--- config.mk ---
export PLATFORM = sky130hd
export DESIGN_NAME = mf3_queue
export DESIGN_NICKNAME = d
export VERILOG_FILES = /design/src/rtl/mf3_pkg.sv /design/src/rtl/mf3_queue.sv
export SDC_FILE = /design/constraint.sdc
export NUM_CORES = 1
export LEC_CHECK = 0
export BUFFER_PORTS_ARGS = -buffer_cell sky130_fd_sc_hd__buf_2
export CORE_AREA = 2 2 203 205
export CTS_BUF_LIST = sky130_fd_sc_hd__clkbuf_4 sky130_fd_sc_hd__clkbuf_8 sky130_fd_sc_hd__clkbuf_16
export CTS_CLUSTER_SIZE = 25
export DETAILED_ROUTE_END_ITERATION = 6
export DIE_AREA = 0 0 205 207
export GPL_ROUTABILITY_DRIVEN = 0
export PLACE_DENSITY = 0.65
export SYNTH_ARGS = -nofsm -noshare
export SYNTH_HDL_FRONTEND = slang
export SYNTH_SLANG_ARGS = --single-unit
--- constraint.sdc ---
create_clock -name clk -period 9.3 [get_ports clk]
set_input_delay 0.93 -clock clk [delete_from_list [all_inputs] [get_ports clk]]
set_output_delay 0.93 -clock clk [all_outputs]
set_load 0.01 [all_outputs]
--- src/rtl/mf3_pkg.sv ---
// Shared constants, types and sorting-network functions for the 3x3 median filter.
package mf3_pkg;

    localparam int MAX_WIDTH  = 512;
    localparam int MAX_HEIGHT = 4096;
    localparam int MIN_DIM    = 3;

    localparam int PIX_W     = 8;
    localparam int COL_W     = $clog2(MAX_WIDTH);
    localparam int ROW_W     = 12;
    localparam int LW_W      = 10;
    localparam int FH_W      = 13;
    localparam int WIN_SIZE  = 9;
    localparam int MID_INDEX = 4;
    localparam int CFG_IDX_W = 2;
    localparam int CFG_DAT_W = 13;

    localparam int Q_DEPTH     = 4;
    localparam int Q_PTR_W     = $clog2(Q_DEPTH);
    localparam int Q_CNT_W     = $clog2(Q_DEPTH + 1);
    localparam int OUT_DEPTH   = 8;
    localparam int OUT_PTR_W   = $clog2(OUT_DEPTH);
    localparam int OUT_CNT_W   = $clog2(OUT_DEPTH + 1);

    typedef enum logic [CFG_IDX_W-1:0] {
        CFG_LINE_WIDTH   = 2'd0,
        CFG_FRAME_HEIGHT = 2'd1
    } cfg_reg_e;

    typedef logic [PIX_W-1:0] pix_t;
    typedef logic [WIN_SIZE-1:0][PIX_W-1:0] win_t;

    typedef struct packed {
        win_t              win;
        logic [ROW_W-1:0]  row;
        logic [COL_W-1:0]  col;
        logic              frame_end;
    } job_t;

    typedef struct packed {
        pix_t              median;
        logic [ROW_W-1:0]  row;
        logic [COL_W-1:0]  col;
        logic              frame_end;
    } res_t;

    typedef struct packed {
        logic               empty;
        logic [Q_CNT_W-1:0] count;
    } q_stat_t;

    function automatic win_t cmp_swap(input win_t p, input logic [3:0] a, input logic [3:0] b);
        win_t q;
        q = p;
        if (p[a] > p[b])
        begin
            q[a] = p[b];
            q[b] = p[a];
        end
        return q;
    endfunction

    function automatic win_t sort_layers_a(input win_t p);
        win_t q;
        q = p;
        q = cmp_swap(q, 4'd1, 4'd2);
        q = cmp_swap(q, 4'd4, 4'd5);
        q = cmp_swap(q, 4'd7, 4'd8);
        q = cmp_swap(q, 4'd0, 4'd1);
        q = cmp_swap(q, 4'd3, 4'd4);
        q = cmp_swap(q, 4'd6, 4'd7);
        q = cmp_swap(q, 4'd1, 4'd2);
        q = cmp_swap(q, 4'd4, 4'd5);
        q = cmp_swap(q, 4'd7, 4'd8);
        return q;
    endfunction

    function automatic win_t sort_layers_b(input win_t p);
        win_t q;
        q = p;
        q = cmp_swap(q, 4'd0, 4'd3);
        q = cmp_swap(q, 4'd5, 4'd8);
        q = cmp_swap(q, 4'd4, 4'd7);
        q = cmp_swap(q, 4'd3, 4'd6);
        q = cmp_swap(q, 4'd1, 4'd4);
        q = cmp_swap(q, 4'd2, 4'd5);
        q = cmp_swap(q, 4'd4, 4'd7);
        return q;
    endfunction

    function automatic win_t sort_layers_c(input win_t p);
        win_t q;
        q = p;
        q = cmp_swap(q, 4'd4, 4'd2);
        q = cmp_swap(q, 4'd6, 4'd4);
        q = cmp_swap(q, 4'd4, 4'd2);
        return q;
    endfunction

endpackage

--- src/rtl/mf3_queue.sv ---
// Short job queue between the front end and the sorting back end.
module mf3_queue (
    input  logic             clk,
    input  logic             rst_n,
    input  logic             q_push,
    input  mf3_pkg::job_t    q_job,
    input  logic             q_pop,
    output mf3_pkg::job_t    q_head,
    output mf3_pkg::q_stat_t q_stat
);

    mf3_pkg::job_t                entry_reg [mf3_pkg::Q_DEPTH];
    logic [mf3_pkg::Q_PTR_W-1:0]  wr_ptr_reg;
    logic [mf3_pkg::Q_PTR_W-1:0]  rd_ptr_reg;
    logic [mf3_pkg::Q_CNT_W-1:0]  count_reg;
    logic                         do_pop;

    assign do_pop       = q_pop & (count_reg != '0);
    assign q_head       = entry_reg[rd_ptr_reg];
    assign q_stat.empty = (count_reg == '0);
    assign q_stat.count = count_reg;

    always_ff @(posedge clk or negedge rst_n)
    begin
        if (!rst_n)
        begin
            wr_ptr_reg <= '0;
            rd_ptr_reg <= '0;
            count_reg  <= '0;
        end
        else
        begin
            if (q_push)
                wr_ptr_reg <= wr_ptr_reg + mf3_pkg::Q_PTR_W'(1);
            if (do_pop)
                rd_ptr_reg <= rd_ptr_reg + mf3_pkg::Q_PTR_W'(1);
            if (q_push && !do_pop)
                count_reg <= count_reg + mf3_pkg::Q_CNT_W'(1);
            else if (!q_push && do_pop)
                count_reg <= count_reg - mf3_pkg::Q_CNT_W'(1);
        end
    end

    always_ff @(posedge clk)
    begin
        if (q_push)
            entry_reg[wr_ptr_reg] <= q_job;
    end

endmodule

; ---- Word-level counts from Yosys, hierarchy flattened
; Memories as Yosys holds them, arrays and structs flattened.
; Index checks and enable logic that the tools add are counted.
[op_classes]
n_addsub = 4
muxes = 4
bitwise_logic = 1
reduce_logical = 7
[ops]
columns = op, n
row1 = two-way mux 3 bit, 2
row2 = "adder 2 x 1 -> 2 bit, second input constant", 2
row3 = "adder 3 x 1 -> 3 bit, second input constant", 1
row4 = zero test 3 bit, 1
row5 = nonzero test 3 bit, 1
row6 = "subtractor 3 x 1 -> 3 bit, second input constant", 1
row7 = logical AND 1 bit, 2
row8 = zero test 1 bit, 2
row9 = two-way mux 1 bit, 2
row10 = nonzero test 2 bit, 1
row11 = bitwise AND 1 bit, 1
[word_totals]
reg_bits = 7
ramBits = 376
out_inout_bits = 98
word_cells = 20
memories = 1
[memory_table]
columns = name, words, word_bits, read_ports, rd_ports_with_merged_regs, wr, line_no
row1 = entry_reg, 4, 94, 1, 0, 1, mf3_queue.sv:12  ; mf3_pkg::job_t entry_reg [mf3_pkg::Q_DEPTH];

; ---- Depth between registers and ports, before layout
; Gate-level depths: netlist of run 1.
[logic_depth]
word_depth = 5
depth_mapped = 8

; ---- Worst setup path before layout of run 1
; No wires, ideal clock.
[synth_path]
path_kind = input port to flip-flop
startpoint = input q_push
endpoint = memory entry_reg[0][0] (netlist bit) (enable)
arrival_time_ns = 3.105
t_required_ns = 8.837
slack_ns = 5.732
stages = 1
path_buffers = 0
cell_sequence = and2_1
[synth_between]
elab_chain_cells = 2
[synth_rtl]
columns = item, line_no
row1 = "start, declared", mf3_queue.sv:5  ; input logic q_push,
row2 = two-way mux 1 bit, mf3_queue.sv:46  ; if (q_push)
row3 = two-way mux 1 bit (not written as such), mf3_queue.sv:47  ; entry_reg[wr_ptr_reg] <= q_job;
row4 = "end, declared", mf3_queue.sv:12
; Every way passes these cells.

==> results of run 1 <==
[logic make-up (layout without fill, tap and decap cells)]
logic type	Yosys count	count (layout)	share of synthesized area, %
AND/OR/NAND/NOR	9	9	0.340
multiplexers	95	95	15.2
XOR/XNOR	6	6	0.376
adder cells (fa/ha/maj)	6	6	0.590
other	0	2	0
buffers and inverters	26	277	1.50
flip-flops	383	383	81.9
AO/OA/AOI/OAI	1	1	0.0357
[layout make-up]
type                            instances  area, um^2
Antenna cell                            2        5.00
Clock inverter                         20         200
Timing Repair Buffer                  202        1030
Tap cell                              532         666
Clock buffer                           51        1170
Sequential cell                       383       11500
Fill cell                            3565       23500
Multi-Input combinational cell        117        2330
Inverter                                4        15.0
[stage by stage]
step	worst slack, ns	util, %	std cells	power (mW)	hold WS (ns)
floorplan	5.73	-	526	3.40	0.491
global placement	5.99	38.4	1238	3.89	0.472
detailed placement	6.02	38.4	1238	3.91	0.480
CTS	5.41	41.8	1309	5.56	0.189
global route	5.37	41.8	1311	5.72	0.204
finish	5.51	41.8	1311	5.45	0.219
[per-layer routing]
layer | vias to the layer above | routed length [um] | global-route usage [%]
met5 | - | 40 | 0
met4 | 6 | 745 | 5.06
met3 | 58 | 1880 | 3.95
met2 | 180 | 12700 | 20.0
met1 | 3202 | 11400 | 16.3
li1 | 2715 | - | -
[cell usage in the layout (no fill, tap or decap), drive strengths merged]
cell type,netlist,routed
inv,4,4
fa,1,1
nand2,2,2
and2,4,4
xor2,3,3
nor2,1,1
clkinvlp,0,1
clkbuf,3,51
clkinv,0,15
xnor2,3,3
bufinv,0,4
mux2,1,1
dfrtp,7,7
o21ai,1,1
diode,0,2
mux4,94,94
ha,5,5
buf,19,202
or3,1,1
edfxtp,376,376
nand3,1,1
[worst register-to-register path: stages (launching register included)]
cell,delay (ns)
dfrtp_1,0.42
inv_1,0.10
ha_1,0.14
and2_4,0.55
buf_4,0.79
[where the power goes]
part | internal, mW | switching [mW]
clock network | 1.00 | 0.636
logic | 0.658 | 0.774
registers | 2.26 | 0.122
[worst max path at each step]
stage,from,to,cells past startpoint
after floorplan,q_push,entry_reg[0][0],1
after global placement,rd_ptr_reg[1],q_head[31],3
after detailed placement,rd_ptr_reg[1],q_head[31],3
after CTS,rd_ptr_reg[1],q_head[31],3
after global routing,rd_ptr_reg[1],q_head[77],3
final,rd_ptr_reg[1],q_head[31],3
==> impl_results.md, run 1 <==
- Die Height: just over 200 um
- Crit path max fanout: 56
- Die Wd: between 200 and 250 um
- Syn_nets: 630
- Status: complete, no violations
- Worst slew pin tran: 0.951 ns
- Cell Area, Synth: 0.0140 mm^2
- Finished Cell Area: 0.0169 mm^2
- Slowest CP cell: dfrtp_4
- RSZ-0062 raised after global routing: false
- Remaining global-route overflow: 0
- Max Root-Sink Buffers: 3
- Clock sinks: about 380
- Buf+Inv Stages, Crit Path: 2
- Max FFs per register: 376
- Final Setup Violations: 0
- First-pass GRT wire length: 40400 um
- Mapped Avg Cell Area: between 20 and 30 um^2
- Routed Antenna Nets: 0
- DRT Pass-1 Iters: 4
- Worst VDD drop: 288 uV
- Top-count cell post-synth: edfxtp_1
- WL per Instance: 20.4 um
- F_max: ~260 MHz
- Req. time, crit path: 8.37 ns
- Placement Rows: 74
- Final hold vios: 0
- DPL Wire Length: between 15000 and 20000 um
- Startpoint of the worst register-to-register path: wr_ptr_reg[0]
- Layout Skew: ~0.0076 ns
- Yosys top cell area share: ~81%
- GRT Total Usage: about 13%
- Vias per cell: ~4.7
- # hold bufs at CTS: 0
- R2r endpoint: entry_reg[0][79]
- PD cells: roughly 320 mW/mm^2
- Post-route minimum period: 3.79 ns
- CP endpoint kind: primary output
- EDFF count, synth: ~380
- CTS Root Buffer Type: clkbuf_16
- Yosys warning count: 0
- Layout cells sized above 1: between 40% and 50%
- Critical path class: register to primary output
- R2R setup slack: roughly 6.8 ns
- Area contributors post-synth: edfxtp_1, mux4_2, dfrtp_1
- Detailed-route via count: between 6k and 7k
- Clock latency on the worst-skew pair: 0.54 ns
- Startpoint Class: register
- # nets final: ~850
- PortBufs: between 150 and 200
- Post-synth top area cell: edfxtp_1
- Sequential share of the synthesized area: around 80%
- Slew Limit Fails: 0
- CP max stage delay: about 0.82 ns
- Worst rel slew slack: a little over a third
- Setup TNS: 0 ns
- Async SR Flop Fraction: 1.83%
- Vias in the first global route: 6835
- Hold WC Path Type: primary input to asynchronous set/reset pin
- Mapped Cells: 526
- CTS clk-pin slew, worst paths: 0.06 ns
- Initial antenna violation count: 6
- Leak: about 5.7 nW
- Starting DRT DRC Count: around 360
- Total of max-cap violations: 0
- Largest delay share family, worst path: buffers and inverters
- Initial Utilization: 34.7%
- Worst R2R Path Depth: 4
- Synth cell types: 21
- Drt total wl: 26700 um
- Area of the core: slightly above 0.04 mm^2
- CTS tree: yes
- H-tree depth: 2
- Post_cts resized: 0
- Number of CTS-inserted buffers: 42
- Post-CTS Setup Repair Bufs: 0
- Die ar.: 0.0424 mm^2
- Post-synth top cells: edfxtp_1, mux4_2, buf_2, dfrtp_1
- Ports: 196
- Largest net degree at the start of global routing: 57
- Yosys reg bits: 383
- WP data arrival: about 2.9 ns
- Dominant synthesized flop cell: edfxtp_1
- Fin crit share: 40.7%
- Area after DPL: between 0.015 and 0.02 mm^2
- Area Overhead vs Synth: 20.7%
- # DRC: 0
- Crit-path cells: buf_4 -> mux4_2 -> buf_2
(Power assumes the default switching activity.)
==> run 2: changes to the inputs <==
Clock period 9.3 ns to 3.8 ns, I/O delays scaled along.
==> run 2 against run 1 <==
  * Clock skew grew 0.0022 ns
  * Power rose by 140%
  * Sequential share of layout area fell by 0.28 points
  * Hold slack got worse by 0.16 ns
  * Non-clock buffer count is 4 higher
  * Wire length fell by 0.56%
  * Largest power group unchanged
==> impl_results.md, run 2 (synthesis results as in run 1) <==
- Worst rel slew slack: 49.6% (+13 points)
- Area occupied by multi-input gates: 0.00233 mm^2 (unchanged)
- Area of the core: 0.0404 mm^2 (unchanged)
- Starting DRT DRC Count: 317 (-11%)
- # DRC: 0 (unchanged)
- Area Overhead vs Synth: 21.2%
- Final hold vios: 0 (unchanged)
- Req. time, crit path: 3.42 ns (-4.95 ns)
- Layout cells sized above 1: 47.4% (+0.33 points)
- FF/Latch Area: 0.0115 mm^2 (unchanged)
- Hold WC Path Type: primary input to register
- Slowest CP cell: mux4_2
- Largest net degree at the start of global routing: 54 (-5.3%)
- GRT Total Usage: 12.7% (about the same)
- Post_cts resized: 0 (unchanged)
- First-pass GRT wire length: 40400 um (about the same)
- Detailed-route via count: 6252 (+1.5%)
- Largest delay share family, worst path: multiplexers
- Crit-path cells: buf_12 -> mux4_2 -> buf_2
- # nets final: 857 (+0.35%)
- Int Power: 9.59 mW (+140%)
- PortBufs: 195 (unchanged)
- Ports: 196 (unchanged)
- Post-route minimum period: about 2.6 ns
- Clock sinks: 383 (unchanged)
- Clock latency on the worst-skew pair: 0.53 ns (about the same)
- Clock power share: 29.1% (-0.9 points)
- Post-route insts no fill: 1315 (+0.31%)
- CTS clk-pin slew, worst paths: 0.06 ns (about the same)
- Remaining global-route overflow: 0 (unchanged)
- Setup TNS: 0 ns (unchanged)
- Die Wd: 205 um (unchanged)
- Die ar.: 0.0424 mm^2 (unchanged)
- Worst VDD drop: 582 uV (+100%)
- Number of CTS-inserted buffers: 41 (-2.4%)
- Buf+Inv Stages, Crit Path: 2 (unchanged)
- Max FFs per register: 376 (unchanged)
- Critical path class: register to primary output
- Placement Rows: 74 (unchanged)
- Routed Antenna Nets: 0 (unchanged)
- Max Root-Sink Buffers: 3 (unchanged)
- CTS Root Buffer Type: clkbuf_16
- Reg power frac: 43.0% (-0.7 points)
- Vias in the first global route: 6725 (-1.6%)
- Most common cell after layout, fill and taps aside: edfxtp_1
- CP endpoint kind: primary output
- Final Setup Violations: 0 (unchanged)
- Placed cell count: 1241 (+0.24%)
- Post-CTS Setup Repair Bufs: 0 (unchanged)
- # hold bufs at CTS: 1 (+1)
- Crit path max fanout: 52 (-7.1%)
- DRT Pass-1 Iters: 4 (unchanged)
- Total net switching power: 3.72 mW (+140%)
- Status: complete, no violations
- Total of max-cap violations: 0 (unchanged)
- Hold Slack: 0.0583 ns (-0.161 ns)
- Slew Limit Fails: 0 (unchanged)
- Worst slew pin tran: 0.757 ns (-0.194 ns)
- Fin crit share: 67.7%
- Die Height: 207 um (unchanged)
- Initial antenna violation count: 2 (-4)
- H-tree depth: 2 (unchanged)
- Drt total wl: 26600 um (-0.56%)
- CP max stage delay: 0.61 ns (-0.21 ns)
- Commonest non-fill, non-tap cells in the layout: edfxtp_1, buf_2, mux4_2
- Sw Share: 28.0% (-0.13 points)
- WL per Instance: 20.2 um (-0.86%)
- RSZ-0062 raised after global routing: false
- WP data arrival: 2.19 ns (-0.67 ns)
- PD cells: 785 mW/mm^2 (+140%)
- Startpoint Class: register
- Initial Utilization: 34.7% (unchanged)
- Vias per cell: 4.75 (+1.2%)
- Leak: 5.76 nW (+0.43%)
- F_max: between 300 and 400 MHz
- CTS tree: yes
- Layout Skew: 0.00985 ns (+0.00223 ns)
- Gate power share: 27.9% (+1.6 points)
- FILL cells: 3555 (-0.28%)
[run 2: power groups by stage]
stage | clock [mW] | combinational, mW | sequential, mW
2_1_floorplan | 0 | 2.51 | 5.80
3_3_place_gp | 0 | 3.81 | 5.78
3_5_place_dp | 0 | 3.83 | 5.82
4_1_cts | 4.00 | 3.84 | 5.74
5_1_grt | 4.14 | 4.04 | 5.79
6_report | 3.87 | 3.72 | 5.72
[run 2: cell type report]
class,count,share of cell area (%)
Sequential cell,383,67.7
Clock inverter,17,1.08
Timing Repair Buffer,206,6.77
Multi-Input combinational cell,117,13.7
Clock buffer,53,6.69
Inverter,4,0.0886
Tap cell,532,3.93
Antenna cell,3,0.0443
[run 2: through the flow]
| step | total power, mW | area (um^2) | setup WS (ns) | util (%) |
|---|---|---|---|---|
| final | 13.3 | 17000 | 1.23 | 42.0 |
| after global routing | 14.0 | 16900 | 1.11 | 42.0 |
| after CTS | 13.6 | 16900 | 1.17 | 42.0 |
| after detailed placement | 9.65 | 15600 | 1.67 | 38.7 |
| after global placement | 9.59 | 15600 | 1.70 | 38.7 |
| after floorplan | 8.31 | 14000 | 0.540 | - |
[run 2: final timing paths]
path	endpoint	cells past startpoint	from	slack, ns
setup / recovery	q_head[31]	3	rd_ptr_reg[0]	1.23
hold / removal	entry_reg[0][0]	1	q_job[0]	0.06
setup reg to reg	count_reg[2]	8	count_reg[0]	1.67
hold reg to reg	count_reg[2]	1	count_reg[2]	0.50
max in group asynchronous	rd_ptr_reg[1]	2	rst_n	3.42
min in group asynchronous	count_reg[1]	2	rst_n	0.20
[run 2: worst reg2reg max path, delay by kind of cell (launching register included)]
family        cells  cell delay (ns)
simple gates      3             0.68
fa+ha+maj         2             0.58
flops             1             0.43
xor+xnor          2             0.30
buf+inv           1             0.07
[run 2: layer usage]
| layer | up-vias | wire length [um] | share of wire, % | GRT usage [%] |
|---|---|---|---|---|
| li1 | 2727 | - | - | - |
| met5 | - | 0 | 0 | 0 |
| met4 | 0 | 506 | 1.9 | 4.47 |
| met2 | 191 | 12500 | 47 | 19.5 |
| met3 | 35 | 1910 | 7.2 | 3.60 |
| met1 | 3299 | 11600 | 44 | 17.3 |
==> run 3: changes to the inputs <==
Clock period 3.8 ns to 2.58 ns, I/O delays scaled along.
==> run 3 against run 2 <==
  * Worst setup slack got worse by 1.1 ns
  * Clock power rose by 43%
  * Highest routed layer unchanged
  * Global-route usage rose by 0.58 points
  * Largest power group unchanged
  * Power rose by 48%
  * Sequential share of layout area fell by 4.0 points
==> impl_results.md, run 3 (synthesis results as in run 1) <==
- F_max: between 400 and 500 MHz
- Commonest non-fill, non-tap cells in the layout: edfxtp_1, buf_2, dlygate4sd3_1
- Remaining global-route overflow: 0 (unchanged)
- H-tree depth: 2 (unchanged)
- Slew Limit Fails: 0 (unchanged)
- Finished Cell Area: 0.0180 mm^2 (+6.3%)
- Setup TNS: 0 ns (unchanged)
- Post-route insts no fill: 1426 (+8.4%)
- Area of the core: 0.0404 mm^2 (unchanged)
- CTS clk-pin slew, worst paths: 0.06 ns (about the same)
- GRT Total Usage: 13.3% (+0.58 points)
- Fin crit share: between 90% and 100%
- Vias per cell: 4.67 (-1.8%)
- Placement Rows: 74 (unchanged)
- WL per Instance: 19.3 um (-4.4%)
- Post_cts resized: 0 (unchanged)
- Max Root-Sink Buffers: 3 (unchanged)
- Worst rel slew slack: 57.6% (+8.0 points)
- Routed Antenna Nets: 0 (unchanged)
- Worst slew pin tran: 0.636 ns (-0.120 ns)
- # DRC: 0 (unchanged)
- Total power: 19.7 mW (+48%)
- Largest delay share family, worst path: multiplexers
- Final Setup Violations: 0 (unchanged)
- PortBufs: 195 (unchanged)
- Post-CTS Setup Repair Bufs: 0 (unchanged)
- Crit path max fanout: 51 (-1.9%)
- Final hold vios: 0 (unchanged)
- Layout Skew: 0.0166 ns (+0.00676 ns)
- Number of CTS-inserted buffers: 41 (unchanged)
- Most common cell after layout, fill and taps aside: edfxtp_1
- CP endpoint kind: primary output
- Max FFs per register: 376 (unchanged)
- # nets final: 969 (+13%)
- Startpoint Class: register
- Die Wd: 205 um (unchanged)
- Area Overhead vs Synth: 28.8%
- Startpoint of the worst register-to-register path: count_reg[0]
- R2r endpoint: count_reg[2]
- FILL cells: 3468 (-2.4%)
- Critical path class: register to primary output
- Req. time, crit path: 2.32 ns (-1.10 ns)
- Post-route minimum period: about 2.4 ns
- WP data arrival: 2.17 ns (-0.02 ns)
- Initial antenna violation count: 0 (-2)
- Worst R2R Path Depth: 8 (unchanged)
- First-pass GRT wire length: 42600 um (+5.4%)
- CTS Root Buffer Type: clkbuf_16
- Status: complete, no violations
- Slowest CP cell: mux4_2
- DRT Pass-1 Iters: 4 (unchanged)
- R2R setup slack: 0.46 ns (-1.21 ns)
- Leak: 6.22 nW (+8.0%)
- Ports: 196 (unchanged)
- Drt total wl: 27600 um (+3.7%)
- Die Height: 207 um (unchanged)
- N_diodes: 0 (-3)
- Starting DRT DRC Count: 321 (+1.3%)
- Total of max-cap violations: 0 (unchanged)
- PD cells: 1090 mW/mm^2 (+39%)
- RSZ-0062 raised after global routing: false
- Largest net degree at the start of global routing: 95 (+76%)
- Clock sinks: 383 (unchanged)
- Die ar.: 0.0424 mm^2 (unchanged)
- Hold WC Path Type: primary input to asynchronous set/reset pin
- Area after DPL: 0.0158 mm^2 (+1.0%)
- Vias in the first global route: 7430 (+10%)
- CP max stage delay: 0.60 ns (about the same)
- Clock latency on the worst-skew pair: 0.54 ns (about the same)
- Worst VDD drop: 1070 uV (+83%)
- Buf+Inv Stages, Crit Path: 2 (unchanged)
- Layout cells sized above 1: 43.4% (-4.0 points)
- Placed cell count: 1257 (+1.3%)
- Initial Utilization: 34.7% (unchanged)
- CTS tree: yes
- Detailed-route via count: 6659 (+6.5%)
- Crit-path cells: buf_12 -> mux4_2 -> buf_2
- DPL Wire Length: 15500 um
-- run 3: where the power goes --
part / internal (mW) / switching, mW
registers: 8.14 / 0.335
clock network: 3.27 / 2.26
logic: 2.71 / 3.00
-- run 3: how the worst max path moves through the flow --
stage | start | depth (start not counted) | to
2_1_floorplan | wr_ptr_reg[0] | 3 | entry_reg[0][0]
3_3_place_gp | count_reg[0] | 8 | count_reg[2]
3_5_place_dp | count_reg[0] | 8 | count_reg[2]
4_1_cts | rd_ptr_reg[0] | 3 | q_head[52]
5_1_grt | rd_ptr_reg[0] | 3 | q_head[52]
6_report | rd_ptr_reg[0] | 3 | q_head[52]
-- run 3: layout make-up --
| type | count | area [um^2] | area share (%) |
|---|---|---|---|
| Tap cell | 532 | 666 | 3.69 |
| Clock inverter | 18 | 149 | 0.826 |
| Clock buffer | 54 | 1120 | 6.24 |
| Inverter | 4 | 15.0 | 0.0833 |
| Sequential cell | 383 | 11500 | 63.7 |
| Timing Repair Buffer | 318 | 2270 | 12.6 |
| Multi-Input combinational cell | 117 | 2330 | 12.9 |
-- run 3: per-layer routing --
metal	vias up	GRT usage, %	wire, um
met4	0	3.65	541
li1	2953	-	-
met5	-	0	0
met2	190	21.7	13500
met1	3472	17.1	11600
met3	44	4.06	1860
-- run 3: per-stage QoR --
step	setup slack (ns)	hold slack, ns	utilization, %
5_1_grt	0.0359	0.0697	44.6
2_1_floorplan	0.357	-0.0376	-
4_1_cts	0.0864	0.0343	44.6
6_report	0.155	0.0712	44.6
3_5_place_dp	0.485	0.101	39.1
3_3_place_gp	0.546	0.0966	39.1
-- run 3: what timing repair did --
item,CTS,global route
endpoints found under the hold margin,386,0
endpoints found under the setup margin,0,0
hold buffers,97,0
