==> src/rtl/mf3_pkg.sv <==
// Shared constants, types and sorting-network functions for the 3x3 median filter.
package mf3_pkg;

    localparam int MAX_WIDTH  = 512;
    localparam int MAX_HEIGHT = 4096;
    localparam int MIN_DIM    = 3;

    localparam int PIX_W     = 8;
    localparam int COL_W     = $clog2(MAX_WIDTH);
    localparam int ROW_W     = 12;
    localparam int LW_W      = 10;
    localparam int FH_W      = 13;
    localparam int WIN_SIZE  = 9;
    localparam int MID_INDEX = 4;
    localparam int CFG_IDX_W = 2;
    localparam int CFG_DAT_W = 13;

    localparam int Q_DEPTH     = 4;
    localparam int Q_PTR_W     = $clog2(Q_DEPTH);
    localparam int Q_CNT_W     = $clog2(Q_DEPTH + 1);
    localparam int OUT_DEPTH   = 8;
    localparam int OUT_PTR_W   = $clog2(OUT_DEPTH);
    localparam int OUT_CNT_W   = $clog2(OUT_DEPTH + 1);

    typedef enum logic [CFG_IDX_W-1:0] {
        CFG_LINE_WIDTH   = 2'd0,
        CFG_FRAME_HEIGHT = 2'd1
    } cfg_reg_e;

    typedef logic [PIX_W-1:0] pix_t;
    typedef logic [WIN_SIZE-1:0][PIX_W-1:0] win_t;

    typedef struct packed {
        win_t              win;
        logic [ROW_W-1:0]  row;
        logic [COL_W-1:0]  col;
        logic              frame_end;
    } job_t;

    typedef struct packed {
        pix_t              median;
        logic [ROW_W-1:0]  row;
        logic [COL_W-1:0]  col;
        logic              frame_end;
    } res_t;

    typedef struct packed {
        logic               empty;
        logic [Q_CNT_W-1:0] count;
    } q_stat_t;

    function automatic win_t cmp_swap(input win_t p, input logic [3:0] a, input logic [3:0] b);
        win_t q;
        q = p;
        if (p[a] > p[b])
        begin
            q[a] = p[b];
            q[b] = p[a];
        end
        return q;
    endfunction

    function automatic win_t sort_layers_a(input win_t p);
        win_t q;
        q = p;
        q = cmp_swap(q, 4'd1, 4'd2);
        q = cmp_swap(q, 4'd4, 4'd5);
        q = cmp_swap(q, 4'd7, 4'd8);
        q = cmp_swap(q, 4'd0, 4'd1);
        q = cmp_swap(q, 4'd3, 4'd4);
        q = cmp_swap(q, 4'd6, 4'd7);
        q = cmp_swap(q, 4'd1, 4'd2);
        q = cmp_swap(q, 4'd4, 4'd5);
        q = cmp_swap(q, 4'd7, 4'd8);
        return q;
    endfunction

    function automatic win_t sort_layers_b(input win_t p);
        win_t q;
        q = p;
        q = cmp_swap(q, 4'd0, 4'd3);
        q = cmp_swap(q, 4'd5, 4'd8);
        q = cmp_swap(q, 4'd4, 4'd7);
        q = cmp_swap(q, 4'd3, 4'd6);
        q = cmp_swap(q, 4'd1, 4'd4);
        q = cmp_swap(q, 4'd2, 4'd5);
        q = cmp_swap(q, 4'd4, 4'd7);
        return q;
    endfunction

    function automatic win_t sort_layers_c(input win_t p);
        win_t q;
        q = p;
        q = cmp_swap(q, 4'd4, 4'd2);
        q = cmp_swap(q, 4'd6, 4'd4);
        q = cmp_swap(q, 4'd4, 4'd2);
        return q;
    endfunction

endpackage

==> src/rtl/mf3_back.sv <==
// Back end: pipelined compare-exchange network and result queue.
module mf3_back (
    input  logic                      clk,
    input  logic                      rst_n,
    input  mf3_pkg::job_t             q_head,
    input  mf3_pkg::q_stat_t          q_stat,
    output logic                      q_pop,
    output logic                      empty,
    input  logic                      pop,
    output mf3_pkg::pix_t             median,
    output logic [mf3_pkg::ROW_W-1:0] center_row,
    output logic [mf3_pkg::COL_W-1:0] center_col,
    output logic                      frame_end
);

    logic                           v1_reg;
    logic                           v2_reg;
    logic                           v3_reg;
    mf3_pkg::job_t                  st1_reg;
    mf3_pkg::job_t                  st2_reg;
    mf3_pkg::res_t                  st3_reg;
    mf3_pkg::win_t                  sorted_c;

    mf3_pkg::res_t                  out_reg [mf3_pkg::OUT_DEPTH];
    logic [mf3_pkg::OUT_PTR_W-1:0]  out_wr_reg;
    logic [mf3_pkg::OUT_PTR_W-1:0]  out_rd_reg;
    logic [mf3_pkg::OUT_CNT_W-1:0]  out_cnt_reg;
    logic [mf3_pkg::OUT_CNT_W:0]    in_flight;
    logic                           out_pop;
    mf3_pkg::res_t                  head;

    assign in_flight = {1'b0, out_cnt_reg}
                     + (mf3_pkg::OUT_CNT_W + 1)'(v1_reg)
                     + (mf3_pkg::OUT_CNT_W + 1)'(v2_reg)
                     + (mf3_pkg::OUT_CNT_W + 1)'(v3_reg);
    assign q_pop     = ~q_stat.empty &&
                       (in_flight < (mf3_pkg::OUT_CNT_W + 1)'(mf3_pkg::OUT_DEPTH));

    assign sorted_c = mf3_pkg::sort_layers_c(st2_reg.win);

    always_ff @(posedge clk or negedge rst_n)
    begin
        if (!rst_n)
        begin
            v1_reg <= 1'b0;
            v2_reg <= 1'b0;
            v3_reg <= 1'b0;
        end
        else
        begin
            v1_reg <= q_pop;
            v2_reg <= v1_reg;
            v3_reg <= v2_reg;
        end
    end

    always_ff @(posedge clk)
    begin
        st1_reg.win       <= mf3_pkg::sort_layers_a(q_head.win);
        st1_reg.row       <= q_head.row;
        st1_reg.col       <= q_head.col;
        st1_reg.frame_end <= q_head.frame_end;
        st2_reg.win       <= mf3_pkg::sort_layers_b(st1_reg.win);
        st2_reg.row       <= st1_reg.row;
        st2_reg.col       <= st1_reg.col;
        st2_reg.frame_end <= st1_reg.frame_end;
        st3_reg.median    <= sorted_c[mf3_pkg::MID_INDEX];
        st3_reg.row       <= st2_reg.row;
        st3_reg.col       <= st2_reg.col;
        st3_reg.frame_end <= st2_reg.frame_end;
    end

    assign empty   = (out_cnt_reg == '0);
    assign out_pop = pop & ~empty;
    assign head    = out_reg[out_rd_reg];

    assign median     = head.median;
    assign center_row = head.row;
    assign center_col = head.col;
    assign frame_end  = head.frame_end;

    always_ff @(posedge clk or negedge rst_n)
    begin
        if (!rst_n)
        begin
            out_wr_reg  <= '0;
            out_rd_reg  <= '0;
            out_cnt_reg <= '0;
        end
        else
        begin
            if (v3_reg)
                out_wr_reg <= out_wr_reg + mf3_pkg::OUT_PTR_W'(1);
            if (out_pop)
                out_rd_reg <= out_rd_reg + mf3_pkg::OUT_PTR_W'(1);
            if (v3_reg && !out_pop)
                out_cnt_reg <= out_cnt_reg + mf3_pkg::OUT_CNT_W'(1);
            else if (!v3_reg && out_pop)
                out_cnt_reg <= out_cnt_reg - mf3_pkg::OUT_CNT_W'(1);
        end
    end

    always_ff @(posedge clk)
    begin
        if (v3_reg)
            out_reg[out_wr_reg] <= st3_reg;
    end

endmodule

==> config.mk <==
export PLATFORM = sky130hd
export DESIGN_NAME = mf3_back
export DESIGN_NICKNAME = d
export VERILOG_FILES = /design/src/rtl/mf3_pkg.sv /design/src/rtl/mf3_back.sv
export SDC_FILE = /design/constraint.sdc
export NUM_CORES = 1
export LEC_CHECK = 0
export BUFFER_PORTS_ARGS = -buffer_cell sky130_fd_sc_hd__buf_2
export CORE_MARGIN = 4
export CORE_UTILIZATION = 45
export DETAILED_ROUTE_END_ITERATION = 6
export GPL_TIMING_DRIVEN = 1
export PLACE_DENSITY = 0.73
export SLEW_MARGIN = 15
export SYNTH_ARGS = -nofsm -noshare
export SYNTH_HDL_FRONTEND = slang
export SYNTH_SLANG_ARGS = --single-unit
==> constraint.sdc <==
create_clock -name clk -period 7.68 [get_ports clk]
set_clock_uncertainty 0.05 [all_clocks]
set_input_delay 0.768 -clock clk [delete_from_list [all_inputs] [get_ports clk]]
set_output_delay 0.768 -clock clk [all_outputs]
set_load 0.05 [all_outputs]
# Word-level counts from Yosys, hierarchy flattened
# Memories as Yosys holds them, arrays and structs flattened.
# Cells that the tools add are included.
[totals]
ff_bits = 183
ramBits = 240
n_memories = 1
[classes]
addsub = 7
n_lt_le_gt_ge = 20
n_mux = 25
bitwise = 3
reduce_logical = 7
[mem_list]
columns = ["memory", "words", "word_bits", "read_ports", "rd_ports_with_merged_regs", "wr", "line", "text"]
rows = [
  ["out_reg", 8, 30, 1, 0, 1, "mf3_back.sv:24", "mf3_pkg::res_t out_reg [mf3_pkg::OUT_DEPTH];"],
]
[op_table]
columns = ["operator", "n"]
rows = [
  ["> comparator 8 bit", 19],
  ["2-to-1 mux 16 bit", 9],
  ["2-to-1 mux 8 bit", 12],
  ["adder 5 x 1 -> 5 bit", 2],
  ["2-to-1 mux 4 bit", 2],
  ["adder 3 x 1 -> 3 bit (second input constant)", 2],
  ["adder 4 x 1 -> 5 bit", 1],
  ["< comparator 5 x 4 -> 1 bit (second input constant)", 1],
  ["adder 4 x 1 -> 4 bit (second input constant)", 1],
  ["logical NOT 4 bit", 1],
  ["subtractor 4 x 1 -> 4 bit (second input constant)", 1],
  ["logical AND 1 bit", 3],
  ["logical NOT 1 bit", 2],
  ["2-to-1 mux 1 bit", 2],
  ["inverter 1 bit", 2],
  ["nonzero test 2 bit", 1],
  ["AND 1 bit", 1],
]

# Longest topological paths before layout
# Gate-level depths: netlist of run 1.
[depth]
depth_word = 6
ltp_mapped = 32
depth_no_buf = 29

# Worst setup path after synthesis of run 1
# No wires, ideal clock.
[synth_path]
path_kind = "input to register"
startpoint = "in q_head[63] (netlist name)"
endpoint = "reg st1_reg[65] (netlist name)"
arrival_time_ns = 6.214
t_required_ns = 7.527
path_slack_ns = 1.313
stages = 29
path_cell_list = "inv_1 ha_1 nor2b_1 o211ai_1 a21o_1 a31o_2 clkbuf_1 clkbuf_1 a21oi_1 ha_1 a21o_1 a21o_1 a21o_1 a21o_1 a21o_1 o22ai_1 a41o_1 buf_6 buf_2 nor2_1 a21oi_1 ha_1 a21o_1 a21o_1 a21o_1 o22ai_1 nor2_1 a21o_1 a222oi_1"
[synth_via]
elab_chain_len = 6
[synth_lines]
columns = ["item", "line", "text"]
rows = [
  ["start: declaration", "mf3_back.sv:5", "input mf3_pkg::job_t q_head,"],
  ["> comparator 8 bit", "mf3_pkg.sv:55", "if (p[a] > p[b])"],
  ["2-to-1 mux 16 bit (*)", "mf3_pkg.sv:55", ""],
  ["> comparator 8 bit", "mf3_pkg.sv:55", ""],
  ["2-to-1 mux 16 bit", "mf3_pkg.sv:55", ""],
  ["> comparator 8 bit", "mf3_pkg.sv:55", ""],
  ["2-to-1 mux 16 bit (*)", "mf3_pkg.sv:55", ""],
  ["end: declaration", "mf3_back.sv:19", "mf3_pkg::job_t st1_reg;"],
]
# Mark *: on every way between the ends. The rest lies on a longest branch, timed or not.
# A chain may end at the register's enable or synchronous reset.

# Final worst setup path of run 1
[layout_path]
startpoint = "reg st1_reg[79] (netlist name)"
endpoint = "reg st2_reg[57] (netlist name)"
[layout_via]
elab_chain_len = 6
elab_cells_between_ends = 7
cone_classes = "order compare: 3; mux: 4"
[layout_lines]
columns = ["item", "line", "text"]
rows = [
  ["> comparator 8 bit", "mf3_pkg.sv:55", ""],
  ["2-to-1 mux 8 bit", "mf3_pkg.sv:55", ""],
  ["> comparator 8 bit", "mf3_pkg.sv:55", ""],
  ["2-to-1 mux 8 bit", "mf3_pkg.sv:55", ""],
  ["> comparator 8 bit", "mf3_pkg.sv:55", ""],
  ["2-to-1 mux 8 bit (*)", "mf3_pkg.sv:55", ""],
  ["end: declaration", "mf3_back.sv:20", "mf3_pkg::job_t st2_reg;"],
]
# Marked as above.

==> results of run 1 <==
-- cells in the final DEF (no fill, tap or decap), types with 17 or more instances in the layout --
cell,n
edfxtp_1,240
dfxtp_1,170
ha_1,150
inv_1,132
buf_2,129
a21oi_1,105
nand2_1,99
o21ai_0,88
nor2_1,81
mux2_2,66
mux4_2,60
mux2i_1,44
clkbuf_16,43
a21o_1,36
nand3_1,31
buf_4,20
a222oi_1,17
-- worst max-delay path, delay by kind of cell (launching register included) --
family | cells | cell delay, ps
compound gates | 10 | 3230
simple gates | 7 | 1780
fa+ha+maj | 3 | 840
mux | 2 | 660
flops | 1 | 500
buf+inv | 1 | 80
-- how the worst max path moves through the flow --
stage | from | endpoint | slack [ps]
2_1_floorplan | q_head[63] | st1_reg[65] | 1310
3_3_place_gp | q_head[93] | st1_reg[78] | 590
3_5_place_dp | q_head[93] | st1_reg[90] | 380
4_1_cts | st1_reg[79] | st2_reg[60] | 720
5_1_grt | st1_reg[79] | st2_reg[57] | 80
6_report | st1_reg[79] | st2_reg[57] | 430
-- layout make-up --
type	count	area [um2]
Timing Repair Buffer	149	796
Clock inverter	25	279
Multi-Input combinational cell	1055	8800
Fill cell	3737	21300
Sequential cell	423	10900
Tap cell	592	741
Inverter	132	495
Clock buffer	53	1150
-- stage by stage --
| step | worst slack (ps) | hold slack [ps] | std cells | utilization (%) | instance area [um2] |
|---|---|---|---|---|---|
| 2_1_floorplan | 1310 | 260 | 1658 | - | 20400 |
| 3_3_place_gp | 591 | 260 | 2351 | 48.9 | 21800 |
| 5_1_grt | 80.3 | 39.0 | 2429 | 52.1 | 23200 |
| 4_1_cts | 722 | 7.42 | 2429 | 52.1 | 23200 |
| 6_report | 433 | 21.7 | 2429 | 52.1 | 23200 |
| 3_5_place_dp | 378 | 262 | 2351 | 48.9 | 21800 |
-- kinds of logic (layout without fill, tap and decap cells) --
kind of cell / after synthesis / count (layout) / synth area share [%]
AOI/OAI and AO/OA: 399 / 399 / 13.2
xor gates and xnor gates: 10 / 10 / 0.429
adders and majority gates: 153 / 153 / 9.44
buffers and inverters: 180 / 359 / 3.43
DFF: 423 / 423 / 53.6
muxes: 170 / 170 / 12.4
and+or+nand+nor: 323 / 323 / 7.56
-- per-layer routing --
layer	global-route usage [%]	up-vias	wire length [um]
li1	-	6565	-
met1	24.0	6803	19500
met5	0	-	0
met3	2.27	79	2100
met4	5.96	0	1320
met2	33.2	386	23800
==> reports/qor.txt, run 1 <==
======================================================================================
Most common flop cell mapped by yosys ...................................     edfxtp_1
Total Routed Length .....................................................     46700 um
Number of global-route vias before repair ...............................        13800
Largest register FFs ....................................................          240
Antenna violations before repair ........................................            0
Pre-antenna DRT Iters ...................................................            5
Fraction of the yosys area taken by sequential cells ....................        53.6%
Mapped Cells ............................................................         1658
Total CTS buffers .......................................................           42
DRT antenna net count ...................................................            0
Worst reg2reg path endpoint .............................................  st2_reg[57]
Leading post-synthesis cells by cell area ............................... edfxtp_1 35%, dfxtp_1 17%, ha_1 9.2%
Slowest cell delay on critical path .....................................      1030 ps
Worst slew slack as a fraction of its limit .............................        19.0%
Area growth from synthesis to layout ....................................        13.7%
Number of hold-repair buffers added at the cts stage ....................            0
Fraction of final layout cells with drive strength greater than 1 .......        21.3%
Syn_nets ................................................................         1911
Maximum fanout along the worst path .....................................           14
Total of cells resized after clock tree synthesis .......................            0
Clk Tree Root Cell ......................................................    clkbuf_16
First-pass GRT wire length ..............................................     74500 um
Syn. warnings ...........................................................            0
Library cell contributing the largest single delay on the critical path .    a2111oi_0
Remaining design rule violation count ...................................            0
Routed via count ........................................................        13800
Diode insertion count for antenna repair ................................            0
Maximum number of pins on one net before global-route repair ............           63
Top Ports ...............................................................          133
Clock-pin slew on the worst setup and hold paths ........................        60 ps
Number of H-tree branching levels .......................................            2
Max Clk Rate ............................................................      138 MHz
Largest area contributor in the netlist .................................     edfxtp_1
Library cells used by synthesis .........................................           82
Clock sink count ........................................................          423
Hpwl dp .................................................................     33200 um
Mean Syn Cell Area ......................................................     12.3 um2
DRT iter0 DRCs ..........................................................         1046
Most common cell in the synthesized netlist .............................     edfxtp_1
Starting density of the core ............................................        45.9%
Placeable core region ...................................................    44500 um2
Top-area cell type share of the netlist area ............................        35.3%
Grt ovf .................................................................            0
Worst endpoint required time ............................................      8080 ps
Routability Congestion ..................................................        0.923
Later-pin clock latency in the skew report ..............................       570 ps
Netlist area before placement ...........................................    20400 um2
Area of the die .........................................................    48800 um2
Layout net count ........................................................         2056
Setup violators final ...................................................            0
Count of final hold-check violations ....................................            0
Most frequent cells after synthesis ..................................... 240 x edfxtp_1, 170 x dfxtp_1, 150 x ha_1, 132 x inv_1, 105 x a21oi_1
Via density per instance ................................................         5.69
Final period util .......................................................        94.4%
WL per Instance .........................................................      19.2 um
Horiz. Die Dim ..........................................................       221 um
GR Util All Layers ......................................................        18.7%
Floorplan die height ....................................................       221 um
Maximum buffer depth of the clock tree ..................................            3
Number of maximum-capacitance constraint violations .....................            0
Unrepaired setup endpoints after global routing .........................        false
Critical path class .....................................................      reg2reg
Number of pins exceeding their max-slew limit in the final report .......            0
Most frequent cell on the critical path .................................         ha_1
Number of I/O port buffers ..............................................          129
Minimum period implied by the final worst setup slack ...................      7250 ps
Critical Path Start Type ................................................    flip-flop
Slew at the pin closest to its max-slew limit ...........................      1180 ps
Setup tns final .........................................................         0 ps
Flop and latch count out of synthesis ...................................          423
Result of the run ....................................................... complete, no violations
Count of cells along the worst register-to-register path ................           23
Placement row count .....................................................           77
Reg2reg start ...........................................................  st1_reg[79]
Post-CTS setup-driven buffer insertion count ............................            0
Critical path cell sequence ............................................. inv_1, ha_1, nor2b_1, o21a_1, o21ai_0, a31oi_1, and2_1, mux2i_1, ha_1, a21o_1, a21o_1, a2111oi_0, a21boi_1, mux2i_1, ha_1, and3_1, nand4_1, o21ai_0, a21oi_1, or2_2, and2_0, nand3_1, o221a_2
EDFF count, synth .......................................................          240
Worst Hold Class ........................................................     in2async
Category of the worst setup path capture point ..........................    flip-flop
Share of async-settable or async-resettable flops after synthesis .......        3.07%
CTS tree ................................................................        built
Slack of the worst reg-to-reg path ......................................       430 ps
Arrival time reported for the critical path endpoint ....................      7650 ps
======================================================================================
Power of run 1 is left out: the tool's default activity adds up to more than one toggle a clock period on the data nets, which glitch-free logic cannot reach.
==> inputs of run 2 (changes only) <==
Settings changed: RECOVER_POWER from default to 100.
==> run 2 against run 1 <==
  * The run now ends with capacitance limit, slew limit left
  * Via count hardly changed
  * First-iteration DRC count is 1.8% higher
  * Cell count stayed put
==> reports/qor.txt, run 2 (synthesis gave the netlist of run 1 again) <==
======================================================================================
Result of the run ....................................................... finished, violations left   was complete, no violations
Violated checks ......................................................... capacitance limit, slew limit
First-pass GRT wire length ..............................................     74500 um   unchanged
DRT antenna net count ...................................................            0   unchanged
Number of H-tree branching levels .......................................            2   unchanged
Total CTS buffers .......................................................           42   unchanged
Max Clk Rate ............................................................      139 MHz   was 138 MHz
Fillers .................................................................         3785   was 3737
Via density per instance ................................................         5.69   about the same
Critical path class .....................................................      reg2reg   unchanged
Number of global-route vias before repair ...............................        13800   unchanged
Pre-antenna DRT Iters ...................................................            7   was 5
GR Util All Layers ......................................................        18.7%   unchanged
Worst endpoint required time ............................................      8080 ps   about the same
Area growth from synthesis to layout ....................................        13.0%   was 13.7%
Number of maximum-capacitance constraint violations .....................            7   was 0
Kind of cell adding the most delay to the critical path ................. compound AO/OA/AOI/OAI gates   unchanged
Reg2reg start ...........................................................  st1_reg[79]   unchanged
Layout net count ........................................................         2056   unchanged
Maximum number of pins on one net before global-route repair ............           63   unchanged
Placement row count .....................................................           77   unchanged
Later-pin clock latency in the skew report ..............................       570 ps   about the same
Setup tns final .........................................................         0 ps   unchanged
Library cell contributing the largest single delay on the critical path .    a2111oi_0   unchanged
Slowest cell delay on critical path .....................................      1020 ps   was 1030 ps
Routed via count ........................................................        13800   about the same
First element of the critical path ......................................  st1_reg[79]   unchanged
Critical Path Start Type ................................................    flip-flop   unchanged
Number of hold-repair buffers added at the cts stage ....................            0   unchanged
Slew at the pin closest to its max-slew limit ...........................      3030 ps   was 1180 ps
Category of the worst setup path capture point ..........................    flip-flop   unchanged
Critical path cell sequence ............................................. inv_1, ha_1, nor2b_1, o21a_1, o21ai_0, a31oi_1, and2_1, mux2i_1, ha_1, a21o_1, a21o_1, a2111oi_0, a21boi_1, mux2i_1, ha_1, and3_1, nand4_1, o21ai_0, a21oi_1, or2_2, and2_0, nand3_1, o221a_2   unchanged
Post-CTS setup-driven buffer insertion count ............................            0   unchanged
CTS tree ................................................................        built   unchanged
Floorplan die height ....................................................       221 um   unchanged
Clk Tree Root Cell ......................................................    clkbuf_16   unchanged
Clock sink count ........................................................          423   unchanged
Setup violators final ...................................................            0   unchanged
Starting density of the core ............................................        45.9%   unchanged
Routability Congestion ..................................................        0.923   unchanged
Most frequent standard cell in the layout excluding fill and tap cells ..     edfxtp_1   unchanged
Count of final hold-check violations ....................................            0   unchanged
Number of pins exceeding their max-slew limit in the final report .......          175   was 0
Antenna violations before repair ........................................            0   unchanged
Maximum buffer depth of the clock tree ..................................            3   unchanged
Arrival time reported for the critical path endpoint ....................      7610 ps   was 7650 ps
Total of cells resized after clock tree synthesis .......................            0   unchanged
Diode insertion count for antenna repair ................................            0   unchanged
Remaining design rule violation count ...................................            0   unchanged
Horiz. Die Dim ..........................................................       221 um   unchanged
DRT iter0 DRCs ..........................................................         1065   was 1046
Hpwl dp .................................................................     33200 um   unchanged
Minimum period implied by the final worst setup slack ...................      7210 ps   was 7250 ps
WL per Instance .........................................................      19.2 um   about the same
Maximum fanout along the worst path .....................................           14   unchanged
Final period util .......................................................        93.9%   was 94.4%
Grt ovf .................................................................            0   unchanged
Area of the die .........................................................    48800 um2   unchanged
Leading cell types in the layout, fill and taps excluded ................ 240 x edfxtp_1, 170 x dfxtp_1, 150 x ha_1   unchanged
Total Routed Length .....................................................     46700 um   about the same
Unrepaired setup endpoints after global routing .........................        false   unchanged
Total buffers and inverters traversed by the critical path ..............            1   unchanged
Worst Hold Class ........................................................     in2async   unchanged
Worst slew slack as a fraction of its limit .............................        -102%   was 19.0%
Top Ports ...............................................................          133   unchanged
Placeable core region ...................................................    44500 um2   unchanged
Clock-pin slew on the worst setup and hold paths ........................        60 ps   about the same
Fraction of final layout cells with drive strength greater than 1 .......        17.5%   was 21.3%
Most frequent cell on the critical path .................................         ha_1   unchanged
Largest register FFs ....................................................          240   unchanged
Number of I/O port buffers ..............................................          129   unchanged
======================================================================================
[run 2: layout make-up]
class                      instances  area (um2)  share of cell area (%)
tap                              592         741                    3.21
multi-input combinational       1055        8760                    38.0
clock buffer                      53        1150                    5.00
clock inverter                    25         279                    1.21
timing repair buffer             149         703                    3.05
sequential                       423       10900                    47.4
inverter                         132         495                    2.15
[run 2: stage by stage]
step	area [um2]	utilization [%]	setup slack [ps]	hold slack, ps	cells
finish	23100	51.8	472	155	2429
global route	23100	51.8	69.9	225	2429
global placement	21800	48.9	591	260	2351
detailed placement	21800	48.9	378	262	2351
CTS	23200	52.1	722	7.42	2429
floorplan	20400	-	1310	260	1658
[run 2: final timing paths]
check                           slack, ps        endpoint  cells past startpoint
min in group clk                      250     st1_reg[11]                      1
worst min-delay path                  160  out_cnt_reg[2]                      1
max in group asynchronous            6930   out_rd_reg[1]                      1
worst max register to register        470     st2_reg[57]                     23
worst max-delay path                  470     st2_reg[57]                     23
worst min register to register        260      st2_reg[5]                      0
[run 2: layer usage]
metal / wire [um] / share of wire [%] / track usage (%) / up-vias
met5: 0 / 0 / 0 / -
met1: 19400 / 42 / 24.0 / 6782
met4: 1220 / 2.6 / 5.96 / 0
met2: 23900 / 51 / 33.2 / 404
met3: 2240 / 4.8 / 2.27 / 76
li1: - / - / - / 6569
Power of run 2 is left out for the same reason.
==> inputs of run 3 (changes only) <==
Clock period 7.68 ns to 7.43 ns, I/O delays scaled along.
==> run 3 against run 2 <==
  * The run still ends with capacitance limit, slew limit left
  * Core utilization about the same
  * Non-clock buffer count up 4
  * Worst hold slack better by 72 ps
  * First-iteration DRC count up 8.8%
  * Routed wire length down 1.3%
  * Cell count up 0.21%
  * Global-route usage down 0.28 points
  * Flip-flop and latch count unchanged
  * Via count up 0.27%
  * Largest cell class unchanged
==> reports/qor.txt, run 3 (synthesis gave the netlist of run 1 again) <==
======================================================================================
Maximum buffer depth of the clock tree ..................................            3   unchanged
Floorplan die height ....................................................       221 um   unchanged
Layout net count ........................................................         2061   was 2056
Kind of cell adding the most delay to the critical path ................. compound AO/OA/AOI/OAI gates   unchanged
Largest register FFs ....................................................          240   unchanged
Critical Path Start Type ................................................    input pin   was flip-flop
Pre-antenna DRT Iters ...................................................            6   was 7
Hpwl dp .................................................................     33200 um   about the same
Violated checks ......................................................... capacitance limit, slew limit   unchanged
Placeable core region ...................................................    44500 um2   unchanged
Fraction of final layout cells with drive strength greater than 1 .......        17.9%   was 17.5%
Arrival time reported for the critical path endpoint ....................      7210 ps   was 7610 ps
Minimum period implied by the final worst setup slack ...................      6780 ps
Total CTS buffers .......................................................           43   was 42
Routing usage on met2 ...................................................        31.8%   was 33.2%
Placement row count .....................................................           77   unchanged
Maximum fanout along the worst path .....................................           24   was 14
Total buffers and inverters traversed by the critical path ..............            4   was 1
Maximum number of pins on one net before global-route repair ............           63   unchanged
Slowest cell delay on critical path .....................................       580 ps   was 1020 ps
Worst endpoint required time ............................................      7860 ps   was 8080 ps
Most frequent standard cell in the layout excluding fill and tap cells ..     edfxtp_1   unchanged
Category of the worst setup path capture point ..........................    flip-flop   unchanged
Horiz. Die Dim ..........................................................       221 um   unchanged
Setup tns final .........................................................         0 ps   unchanged
Antenna violations before repair ........................................            0   unchanged
Diode insertion count for antenna repair ................................            0   unchanged
Area growth from synthesis to layout ....................................        13.0%   about the same
Grt peak-use layer ......................................................         met2   unchanged
Area of the die .........................................................    48800 um2   unchanged
CTS tree ................................................................        built   unchanged
First-pass GRT wire length ..............................................     73800 um   was 74500 um
Number of pins exceeding their max-slew limit in the final report .......          290   was 175
Setup violators final ...................................................            0   unchanged
Library cell contributing the largest single delay on the critical path .     a221oi_1   was a2111oi_0
Final period util .......................................................        91.3%
Leading cell types in the layout, fill and taps excluded ................ 240 x edfxtp_1, 170 x dfxtp_1, 150 x ha_1   unchanged
DRT antenna net count ...................................................            0   unchanged
Later-pin clock latency in the skew report ..............................       560 ps   was 570 ps
Routed via count ........................................................        13900   was 13800
Top Ports ...............................................................          133   unchanged
Met3 layer usage reported by global route ...............................        2.86%   was 2.27%
Routability Congestion ..................................................        0.880   was 0.923
Max Clk Rate ............................................................      147 MHz
Final hold slack ........................................................       227 ps   was 155 ps
Unrepaired setup endpoints after global routing .........................        false   unchanged
DRT iter0 DRCs ..........................................................         1159   was 1065
Post-CTS setup-driven buffer insertion count ............................            0   unchanged
Worst Hold Class ........................................................       in2reg   was in2async
Met1 usage in global routing ............................................        24.1%   was 24.0%
Clock sink count ........................................................          423   unchanged
Critical path class .....................................................       in2reg   was reg2reg
GR Util All Layers ......................................................        18.4%   was 18.7%
Remaining design rule violation count ...................................            0   unchanged
Result of the run ....................................................... finished, violations left   unchanged
Clk Tree Root Cell ......................................................    clkbuf_16   unchanged
Number of H-tree branching levels .......................................            2   unchanged
Worst slew slack as a fraction of its limit .............................        -152%   was -102%
Count of final hold-check violations ....................................            0   unchanged
Number of I/O port buffers ..............................................          129   unchanged
Clock-pin slew on the worst setup and hold paths ........................        60 ps   about the same
Starting density of the core ............................................        45.9%   unchanged
Grt ovf .................................................................            0   unchanged
Via density per instance ................................................         5.70   was 5.69
WL per Instance .........................................................      18.9 um   was 19.2 um
Number of global-route vias before repair ...............................        13800   about the same
Number of maximum-capacitance constraint violations .....................           10   was 7
Slew at the pin closest to its max-slew limit ...........................      3780 ps   was 3030 ps
Total Routed Length .....................................................     46100 um   was 46700 um
======================================================================================
run 3: path summary, 6_finish.rpt:
path                       slack (ps)              to  cells after the start        start
setup / recovery                  650     st1_reg[82]                     26   q_head[93]
hold / removal                    230      st1_reg[5]                      1    q_head[5]
setup reg to reg                  800     st2_reg[61]                     23  st1_reg[83]
hold reg to reg                   270      st3_reg[3]                      0   st2_reg[3]
max in group asynchronous        6060   out_rd_reg[0]                      2        rst_n
min in group asynchronous         720  out_cnt_reg[0]                      2        rst_n
run 3: metrics by stage:
step	worst slack [ps]	instance area (um2)	instances	utilization (%)
2_1_floorplan	1090	20400	1658	-
3_3_place_gp	545	21800	2354	49.0
3_5_place_dp	366	21800	2354	49.0
4_1_cts	613	23200	2434	52.1
5_1_grt	148	23100	2434	51.8
6_report	647	23100	2434	51.8
run 3: repair_timing:
| item | in CTS | in global routing |
|---|---|---|
| hold buffers | 1 | 0 |
| setup endpoints to repair | 0 | 1 |
| gates resized for setup | 0 | 1 |
| hold endpoints to repair | 9 | 0 |
run 3: final cells by class:
cell class | count | area (um2)
clock buffers | 57 | 1180
clock inverters | 22 | 191
fillers | 3809 | 21500
inverters | 132 | 495
multi-input cells | 1055 | 8770
flip-flops and latches | 423 | 10900
well taps | 592 | 741
repair buffers | 153 | 743
run 3: routing by layer:
metal  wire (um)  up-vias  part of all wire [%]
met5           0        -                     0
met4        1320        0                   2.9
met3        2380       69                   5.2
met2       22800      454                    49
met1       19600     6747                    43
li1            -     6598                     -
run 3: worst reg2reg max path: cells and delay by family, from the launching register on:
| family | cells | cell delay, ps |
|---|---|---|
| and+or+nand+nor | 8 | 2250 |
| AOI/OAI and AO/OA | 9 | 2240 |
| muxes | 2 | 490 |
| buffers and inverters | 1 | 110 |
| DFF | 1 | 460 |
| adders and majority gates | 3 | 910 |
Power of run 3 is left out for the same reason.
